File: config.mk
export PLATFORM = sky130hd
export DESIGN_NAME = packed_column_predicate_scan
export DESIGN_NICKNAME = d
export VERILOG_FILES = /design/src/hw/rtl/pcps_pkg.sv /design/src/hw/rtl/pcps_lane.sv /design/src/hw/rtl/pcps_merge.sv /design/src/hw/rtl/packed_column_predicate_scan.sv
export SDC_FILE = /design/constraint.sdc
export NUM_CORES = 2
export LEC_CHECK = 0
export ABC_CLOCK_PERIOD_IN_PS = 6400
export BUFFER_PORTS_ARGS = -buffer_cell sky130_fd_sc_hd__buf_2
export CAP_MARGIN = 5
export CELL_PAD_IN_SITES_DETAIL_PLACEMENT = 0
export CELL_PAD_IN_SITES_GLOBAL_PLACEMENT = 1
export CORE_MARGIN = 5
export CORE_UTILIZATION = 45
export DETAILED_ROUTE_END_ITERATION = 12
export PLACE_DENSITY_LB_ADDON = 0.15
export SYNTH_ARGS = -nofsm -noshare
export SYNTH_HDL_FRONTEND = slang
export SYNTH_HIERARCHICAL = 1
export SYNTH_SLANG_ARGS = --single-unit
export TNS_END_PERCENT = 100
File: constraint.sdc
create_clock -name clk_i -period 6.4 [get_ports clk_i]
set_input_delay 0.32 -clock clk_i [delete_from_list [all_inputs] [get_ports clk_i]]
set_output_delay 0.32 -clock clk_i [all_outputs]
set_load 0.01 [all_outputs]
File: src/hw/rtl/pcps_pkg.sv
// Shared widths, register indexes and compare setup type for the packed column scan.
package pcps_pkg;

  localparam int unsigned DATA_W  = 64;  // stream word width on both sides
  localparam int unsigned ENTRY_W = 5;   // entry_bits register width
  localparam int unsigned VALUE_W = 31;  // compare_value width, widest entry
  localparam int unsigned ADDR_W  = 2;   // config register index width

  localparam logic [ADDR_W-1:0] REG_ENTRY_BITS    = 2'd0;
  localparam logic [ADDR_W-1:0] REG_COMPARE_VALUE = 2'd1;
  localparam logic [ADDR_W-1:0] REG_COMPARE_MODE  = 2'd2;

  localparam logic MODE_NEQ = 1'b0;  // hit when entry differs from value
  localparam logic MODE_GE  = 1'b1;  // hit when entry is at least value

  // Compare setup shared by all lanes: value and mask aligned to the top of a window.
  typedef struct packed {
    logic [VALUE_W-1:0] top_mask;
    logic [VALUE_W-1:0] ref_val;
    logic               big;
    logic               mode;
  } cmp_cfg_t;

endpackage

File: src/hw/rtl/pcps_lane.sv
// One compare lane: tests the entry whose top bit sits at this lane's word position.
module pcps_lane (
  input  logic [pcps_pkg::VALUE_W-1:0] window_i,  // top bit is this lane's word bit
  input  pcps_pkg::cmp_cfg_t           cfg_i,
  output logic                         hit_o
);
  import pcps_pkg::*;

  logic [VALUE_W-1:0] masked;

  // Keep only the entry's bits; both sides carry zeros below them.
  assign masked = window_i & cfg_i.top_mask;

  always_comb begin
    if (cfg_i.mode == MODE_GE) begin
      hit_o = !cfg_i.big && (masked >= cfg_i.ref_val);
    end else begin
      hit_o = cfg_i.big || (masked != cfg_i.ref_val);
    end
  end

endmodule

File: src/hw/rtl/pcps_merge.sv
// Merge stage: keep lane hits at entry ends only and hold the result word for output.
module pcps_merge #(
  parameter int unsigned WORD_BITS = 64
) (
  input  logic                          clk_i,
  input  logic                          rst_ni,
  input  logic                          fire_i,
  input  logic [WORD_BITS-1:0]          hits_i,
  input  logic [WORD_BITS-1:0]          end_mask_i,
  input  logic                          m_axis_tready,
  output logic                          m_axis_tvalid,
  output logic [pcps_pkg::DATA_W-1:0]   m_axis_tdata
);
  import pcps_pkg::*;

  logic                valid_q, valid_d;
  logic [DATA_W-1:0]   data_q, data_d;

  always_comb begin
    data_d = '0;
    data_d[WORD_BITS-1:0] = hits_i & end_mask_i;
    valid_d = valid_q;
    if (fire_i) begin
      valid_d = 1'b1;
    end else if (m_axis_tready) begin
      valid_d = 1'b0;
    end
  end

  always_ff @(posedge clk_i or negedge rst_ni) begin
    if (!rst_ni) begin
      valid_q <= 1'b0;
    end else begin
      valid_q <= valid_d;
    end
  end

  always_ff @(posedge clk_i) begin
    if (fire_i) begin
      data_q <= data_d;
    end
  end

  assign m_axis_tvalid = valid_q;
  assign m_axis_tdata  = data_q;

endmodule

File: src/hw/rtl/packed_column_predicate_scan.sv
// Packed column predicate scan: one WORD_BITS-wide word of packed entries per cycle unless the output stalls.
// An accepted input word's result word is registered and shows on the output register in the cycle after.
// Throughput: one word per cycle while the output register is not held; all WORD_BITS compare
//   lanes work in the same cycle and the split-entry carry is updated on every accepted word.
// Reset: carry cleared, entry_bits = 8, compare_value = 0, compare_mode = not-equal,
//   output register empty.
module packed_column_predicate_scan #(
  parameter int unsigned WORD_BITS = 64
) (
  input  logic                          clk_i,
  input  logic                          rst_ni,
  // config write port
  input  logic                          cfg_we_i,
  input  logic [pcps_pkg::ADDR_W-1:0]   cfg_addr_i,
  input  logic [pcps_pkg::VALUE_W-1:0]  cfg_wdata_i,
  // input words
  input  logic                          s_axis_tvalid,
  output logic                          s_axis_tready,
  input  logic [pcps_pkg::DATA_W-1:0]   s_axis_tdata,   // [63:0] data_word
  input  logic                          s_axis_tlast,   // last_word
  // result words
  output logic                          m_axis_tvalid,
  input  logic                          m_axis_tready,
  output logic [pcps_pkg::DATA_W-1:0]   m_axis_tdata    // [63:0] result_word
);
  import pcps_pkg::*;

  // Virtual stream: carried bits (left-aligned in VALUE_W) sit directly below word bit 0.
  localparam int unsigned EXT_W = WORD_BITS + VALUE_W;
  // Entry-end pattern length covers every word bit shifted by up to VALUE_W-1 carried bits.
  localparam int unsigned PAT_W = WORD_BITS + VALUE_W - 1;
  localparam int unsigned NUM_E = 2 ** ENTRY_W;

  // Bit i of row e is set when an entry of width e ends at stream bit i.
  function automatic logic [NUM_E-1:0][PAT_W-1:0] build_pattern();
    logic [NUM_E-1:0][PAT_W-1:0] tbl;
    int unsigned                 cnt;
    tbl = '0;
    for (int unsigned e = 1; e < NUM_E; e++) begin
      cnt = 0;
      for (int unsigned i = 0; i < PAT_W; i++) begin
        cnt++;
        if (cnt == e) begin
          tbl[e][i] = 1'b1;
          cnt = 0;
        end
      end
    end
    return tbl;
  endfunction

  localparam logic [NUM_E-1:0][PAT_W-1:0]               PAT_TBL = build_pattern();

  // Config registers.
  logic [ENTRY_W-1:0] entry_bits_q;
  logic [VALUE_W-1:0] compare_value_q;
  logic               compare_mode_q;

  // Split-entry carry: bits left-aligned at the top of carry_bits_q.
  logic [VALUE_W-1:0] carry_bits_q, carry_bits_d;
  logic [ENTRY_W-1:0] carry_cnt_q, carry_cnt_d;

  logic                 fire;
  logic [WORD_BITS-1:0] word;
  logic [ENTRY_W-1:0]   skip;       // carried bits that really prefix this word
  logic [EXT_W-1:0]     ext;
  logic [PAT_W-1:0]     pat_shift;
  logic [WORD_BITS-1:0] end_mask;
  logic [WORD_BITS-1:0] hits;
  logic [ENTRY_W-1:0]   rem;
  cmp_cfg_t             cmp_cfg;

  // Accept a new word whenever the output register is free or drains this cycle.
  assign s_axis_tready = !m_axis_tvalid || m_axis_tready;
  assign fire          = s_axis_tvalid && s_axis_tready;

  always_ff @(posedge clk_i or negedge rst_ni) begin
    if (!rst_ni) begin
      entry_bits_q    <= ENTRY_W'(8);
      compare_value_q <= '0;
      compare_mode_q  <= MODE_NEQ;
    end else if (cfg_we_i) begin
      case (cfg_addr_i)
        REG_ENTRY_BITS:    entry_bits_q    <= cfg_wdata_i[ENTRY_W-1:0];
        REG_COMPARE_VALUE: compare_value_q <= cfg_wdata_i;
        REG_COMPARE_MODE:  compare_mode_q  <= cfg_wdata_i[0];
        default: begin
          // unused index: drop the write
        end
      endcase
    end
  end

  assign word = s_axis_tdata[WORD_BITS-1:0];
  assign ext  = {word, carry_bits_q};

  // Drop a carry that no longer fits the current entry width.
  assign skip = (carry_cnt_q < entry_bits_q) ? carry_cnt_q : '0;

  // Entry ends in this word: pattern for the width, advanced by the carried bits.
  assign pat_shift = PAT_TBL[entry_bits_q] >> skip;
  assign end_mask  = pat_shift[WORD_BITS-1:0];

  // Leftover bits: distance from the last entry end in this word up to the word top.
  always_comb begin
    rem = '0;
    for (int unsigned i = 0; i < WORD_BITS; i++) begin
      if (end_mask[i]) begin
        rem = ENTRY_W'(WORD_BITS - 1 - i);
      end
    end
  end

  // Align the compare value with the top of a lane window; flag values no entry can reach.
  always_comb begin
    cmp_cfg.top_mask = ~({VALUE_W{1'b1}} >> entry_bits_q);
    cmp_cfg.ref_val  = compare_value_q << (ENTRY_W'(VALUE_W) - entry_bits_q);
    cmp_cfg.big      = (compare_value_q >> entry_bits_q) != '0;
    cmp_cfg.mode     = compare_mode_q;
  end

  // One lane per word bit; lane j sees the VALUE_W stream bits ending at word bit j.
  for (genvar j = 0; j < WORD_BITS; j++) begin : g_lane
    pcps_lane u_lane (
      .window_i (ext[j+VALUE_W:j+1]),
      .cfg_i    (cmp_cfg),
      .hit_o    (hits[j])
    );
  end

  pcps_merge #(
    .WORD_BITS (WORD_BITS)
  ) u_merge (
    .clk_i         (clk_i),
    .rst_ni        (rst_ni),
    .fire_i        (fire),
    .hits_i        (hits),
    .end_mask_i    (end_mask),
    .m_axis_tready (m_axis_tready),
    .m_axis_tvalid (m_axis_tvalid),
    .m_axis_tdata  (m_axis_tdata)
  );

  // Carry the partial entry at the word top; clear it at column end, zero width or no leftover bits.
  always_comb begin
    carry_bits_d = carry_bits_q;
    carry_cnt_d  = carry_cnt_q;
    if (fire) begin
      if (s_axis_tlast || (entry_bits_q == '0) || (rem == '0)) begin
        carry_bits_d = '0;
        carry_cnt_d  = '0;
      end else begin
        carry_bits_d = word[WORD_BITS-1 -: VALUE_W];
        carry_cnt_d  = rem;
      end
    end
  end

  always_ff @(posedge clk_i or negedge rst_ni) begin
    if (!rst_ni) begin
      carry_bits_q <= '0;
      carry_cnt_q  <= '0;
    end else begin
      carry_bits_q <= carry_bits_d;
      carry_cnt_q  <= carry_cnt_d;
    end
  end

endmodule

# == After elaboration in Yosys (flattened, before gate mapping) ==
# Memories as Yosys holds them, arrays and structs flattened.
# Index checks and enable logic that the tools add are counted.
# word_totals
ff_bits,138
romBits,3008
input_bits,103
out_inout_bits,66
elab_cells,487
n_memories,1
# classes
n_addsub,1
magnitude_cmp,66
eq_ne,66
shift,4
muxes,134
n_bitwise,66
reduce_logical,142
# memory_table
memory,depth,width,read_ports,rd_ports_with_merged_regs,write_ports,line,rtl
(name not given),32,94,1,0,0,packed_column_predicate_scan.sv:101,assign pat_shift = PAT_TBL[entry_bits_q] >> skip;
# op_table
op,count
$and 31x31->31,64
$ge 31x31->1,64
$ne 31x31->1,64
$mux 5,66
$mux 94,1
$shr 94x5->64,1
$logic_or 1x1->1,67
$mux 1,66
$logic_and 1x1->1,65
$and 64x64->64,1
$mux 31,1
$not 31->31,1
$reduce_bool 31->1,1
$shl 31x5->31,1
$shr 31x5->31,1
$shr 31x5->31 const A,1
$logic_not 5->1,2
$lt 5x6->1 const B,1
$reduce_and 2->1,3
$lt 5x5->1,1
$sub 5x5->5 const A,1
$eq 2x1->1 const B,1
$eq 2x2->1 const B,1
$logic_not 1->1,2
other kinds (2),2

# == Longest topological paths before layout ==
# logic_depth
depth_word,70
mapped_depth,28
depth_no_buf,17

# == By module ==
# Netlist, hierarchy kept.
# modules_own_cells
mod,instances,cells_per_inst,area_per_inst_um2,seq_area_each_um2
pcps_lane,64,144,1024.7,0.0
packed_column_predicate_scan,1,1885,13660.6,1803.0
pcps_merge,1,131,2358.5,1946.9

# == Least setup slack after synthesis ==
# Ideal clock, no wire load.
# synth_path
path_type,reg2reg
startpoint,register entry_bits_q[0]
endpoint,"register u_merge.data_q[0], in the netlist u_merge/m_axis_tdata[0] (data pin)"
setup_time_ns,0.255
arrival_ns,6.036
required_time_ns,6.145
path_slack_ns,0.109
path_stages_with_launch,15
path_buffers,3
synth_period_minus_slack_ns,6.291
cell_sequence,dfrtp_1 > clkbuf_1 > buf_2 > buf_1 > mux4_2 > mux2i_1 > nand2_1 > o21ai_0 > nand4_1 > o41ai_1 > nand3_1 > nor3_1 > a22o_1 > a21oi_2 > and2_1
# synth_rtl
element,line,rtl
from (decl),packed_column_predicate_scan.sv:55,logic [ENTRY_W-1:0] entry_bits_q;
from (signal assigned),packed_column_predicate_scan.sv:84,REG_ENTRY_BITS: entry_bits_q <= cfg_wdata_i[ENTRY_W-1:0];
to (signal assigned),pcps_merge.sv:40,data_q <= data_d;
to (decl),pcps_merge.sv:17,"logic [DATA_W-1:0] data_q, data_d;"

==> flow_summary_export.csv <==
group,metric,value,unit
worst_hold_path,min_to,"carry_bits_q[30]",
placement,dp_hpwl,314.5,mm
setup_path,r2r_setup_slack,-20,ps
yosys,yosys_warnings,6,
pwr,seqPwrFrac,5.0,%
setup_path,r2r_start,"entry_bits_q[0]",
global_route,antenna_found_initial,81,
yosys,synthesis.area,0.08160,mm²
floorplan,ioPinCount,169,
pwr,power_leakage,41.80,nW
worst_hold_path,hold_class,"in -> reg",
run,drv_cap,0,
sta,drv_slew,0,
clock_network,clock_path_buffers,2,
sta,fmax,155.9,MHz
clock_network,numCtsBuffers,17,
sta,worst_slack,-15.25,ps
setup_path,end_kind,"flip-flop",
final_layout,drive_gt1_share,11.93,%
final_layout,design_area,0.09168,mm²
sta,rsz0062_at_grt,"false",
final_layout,syn_to_final_growth,12.35,%
setup_path,regToRegEndpoint,"u_merge/m_axis_tdata[47]",
placement,gp_congestion,1.035,
setup_path,crit_type,"reg -> reg",
final_layout,fin_nets,13970,
setup_path,crit_buf_inv,3,
setup_path,crit_slowest_cell,"o21ai_0",
drt,drc,0,
placement,dp.cells,14190,
yosys,ys_types,106,
sta,finalSetupViolCount,2,
pwr,clockPowerShare,3.6,%
floorplan,num_rows,156,
drt,wirelength,451.7,mm
clock_network,cts_setup_buffers,0,
pwr,vdd_drop_max,0.6236,mV
clock_network,cts_sinks,137,
clock_network,htreeDepth,4,
yosys,syn_area_per_cell,7.265,µm²
final_layout,fillers,17870,
yosys,synth-main-ff-cell,"dfrtp_1",
drt,drtAntennaViolNets,0,
sta,skew,48.83,ps
drt,dr.pass1.iters,6,
yosys,async_flop_share,53.28,%
clock_network,cts_tree,"done",
pwr,p_int,12.78,mW
setup_path,startpoint_type,"flip-flop",
clock_network,path_clk_slew,100,ps
final_layout,layout_common_cells,"2016 x inv_1, 1997 x and2_1, 1994 x ha_1",
worst_hold_path,min_path_cells,2,
setup_path,worstPathRequired,6750,ps
yosys,yosysSeqAreaShare,4.595,%
final_layout,final_common_cell,"inv_1",
placement,post_dp_cell_area,0.09059,mm²
floorplan,core_area,0.1805,mm²
run_status,violations,"setup timing",
drt,vias_per_cell,6.634,
floorplan,initial_core_util,45.20,%
pwr,power.density,372.7,mW/mm²
worst_hold_path,min_from,"s_axis_tdata[63]",
global_route,grt_pass1_vias,90350,
setup_path,r2r_cells,14,
pwr,power.switching,21.39,mW
setup_path,critPathTopFamily,"compound AO/OA/AOI/OAI gates",
sta,slew_headroom,2.731,%
sta,timing.final.crit_share,100.2,%
yosys,synth_edf_count,64,
global_route,grt_pass1_wl,634.1,mm
sta,period_needed,6415,ps
sta,hold_viol_final,0,
clock_network,clk_latency,620,ps
global_route,track_usage,45.20,%
drt,vias,94880,
setup_path,path_max_fanout,84,
final_layout,final_cells,14300,
placement,port_buffers,168,
yosys,synth_top_area_share,30.59,%
floorplan,die_y,435.8,µm
floorplan,die-width,435.8,µm
floorplan,fp.dieArea,0.1900,mm²
yosys,synth_top_cells_by_area,"ha_1 31%, and2_1 15%, inv_1 9.3%",
global_route,grt_max_degree,92,
drt,drt_iter0_drc,12530,
pwr,swShare,62.59,%
run_status,status,"finished, violations left",
setup_path,cp_cell_sequence,"buf_4, mux2_2, o21ai_0, nor2_1, a21oi_1, mux2_2, nand4_1, o41ai_1, nand3_4, buf_12, buf_4, a22o_1, a21oi_2, and2_1",
yosys,postSynthCellCount,11230,
yosys,syn-num-nets,13330,
global_route,gr-total-overflow,0,
yosys,yosysTopAreaCell,"ha_1",
pwr,power_frac_comb,91.4,%
clock_network,root_buffer,"clkbuf_16",
sta,tightest_slew,1459,ps
yosys,synth-seq-cells,137,
setup_path,arrival,6770,ps
drt,post_drt_wl_per_cell,31.58,µm
setup_path,slowest_delay,880,ps
## synthesized netlist by cell type (78+ instances only)
cell type	number
clkbuf_1	82
o211ai_1	115
nand3_1	235
a221oi_1	84
a21o_1	154
nor3_1	169
a211oi_1	194
a21oi_1	774
nand2_1	522
inv_1	2023
nor2b_1	78
o21ai_0	251
nand4_1	340
and2_1	2002
ha_1	1995
nor2_1	354
## cells by family after synthesis
logic type / share of synthesized area, %
and+or+nand+nor: 31.75
AOI/OAI and AO/OA: 20.14
buffers and inverters: 10.37
adders and majority gates: 30.59
muxes: 2.539
DFF: 4.595
xor gates and xnor gates: 0.02147
## power by group through the flow
stage / registers, mW / logic (mW) / clock network [mW]
final: 1.72 / 31.2 / 1.24
after global routing: 1.71 / 32.9 / 1.28
after CTS: 1.69 / 29.9 / 1.25
after detailed placement: 1.70 / 29.8 / 0
after global placement: 1.70 / 29.3 / 0
after floorplan: 1.53 / 18.1 / 0
## flip-flops by register name, summed over array words and instances, names as in the netlist
name / flops
compare_value_q: 31
u_merge/m_axis_tdata: 64
u_merge/m_axis_tvalid: 1
entry_bits_q: 5
carry_cnt_q: 5
compare_mode_q: 1
carry_bits_q: 30
## worst register-to-register path, delay by kind of cell (launching register included)
family / cells / cell delay (ps)
DFF: 1 / 520
AOI/OAI and AO/OA: 5 / 2940
muxes: 2 / 760
and+or+nand+nor: 4 / 820
buffers and inverters: 3 / 1120
## routing by layer
metal	part of all wire, %	global-route usage, %	wire (µm)	vias up
met5	0.022	0	98	-
met4	8.7	33.50	39220	14
met3	12	11.60	54190	1823
met2	41	66.95	183300	6476
met1	39	56.41	174900	45480
li1	-	-	-	41090
## metrics by stage
stage | hold slack, ps | setup TNS, ps | worst slack (ps) | power, mW | util, %
after global routing | 94.69 | 0 | 0.4845 | 35.92 | 50.72
after CTS | 82.96 | 0 | 159.9 | 32.88 | 50.70
after floorplan | 24.41 | 0 | 109.2 | 19.60 | -
after global placement | 388.8 | 0 | 250.6 | 30.99 | 50.17
final | 127.9 | -25.44 | -15.25 | 34.17 | 50.78
after detailed placement | 404.0 | 0 | 251.4 | 31.48 | 50.17
## how the worst max path moves through the flow
stage                          from                       end  slack [ps]  depth (start not counted)
floorplan           entry_bits_q[0]   u_merge/m_axis_tdata[0]         110                         14
global placement    entry_bits_q[3]          carry_bits_q[14]         250                         19
detailed placement  entry_bits_q[3]          carry_bits_q[14]         250                         18
CTS                 entry_bits_q[3]          carry_bits_q[13]         160                         18
global route        entry_bits_q[3]          carry_bits_q[20]         0.5                         17
finish              entry_bits_q[0]  u_merge/m_axis_tdata[47]         -20                         14
## layout make-up
cell class | count | area, µm² | share of cell area [%]
tap | 2370 | 2965 | 3.234
multi-input combinational | 8888 | 70020 | 76.38
clock buffer | 17 | 425.4 | 0.4640
antenna | 49 | 122.6 | 0.1337
timing repair buffer | 801 | 6579 | 7.176
sequential | 137 | 3762 | 4.104
clock inverter | 15 | 196.4 | 0.2143
inverter | 2025 | 7606 | 8.296
## timing repair
action | CTS | global route
endpoints found under the setup margin | 0 | 30
endpoints found under the hold margin | 69 | 0
hold buffers | 33 | 0
gates resized for setup | 0 | 5
No activity file was read; power rests on OpenSTA's default activity.
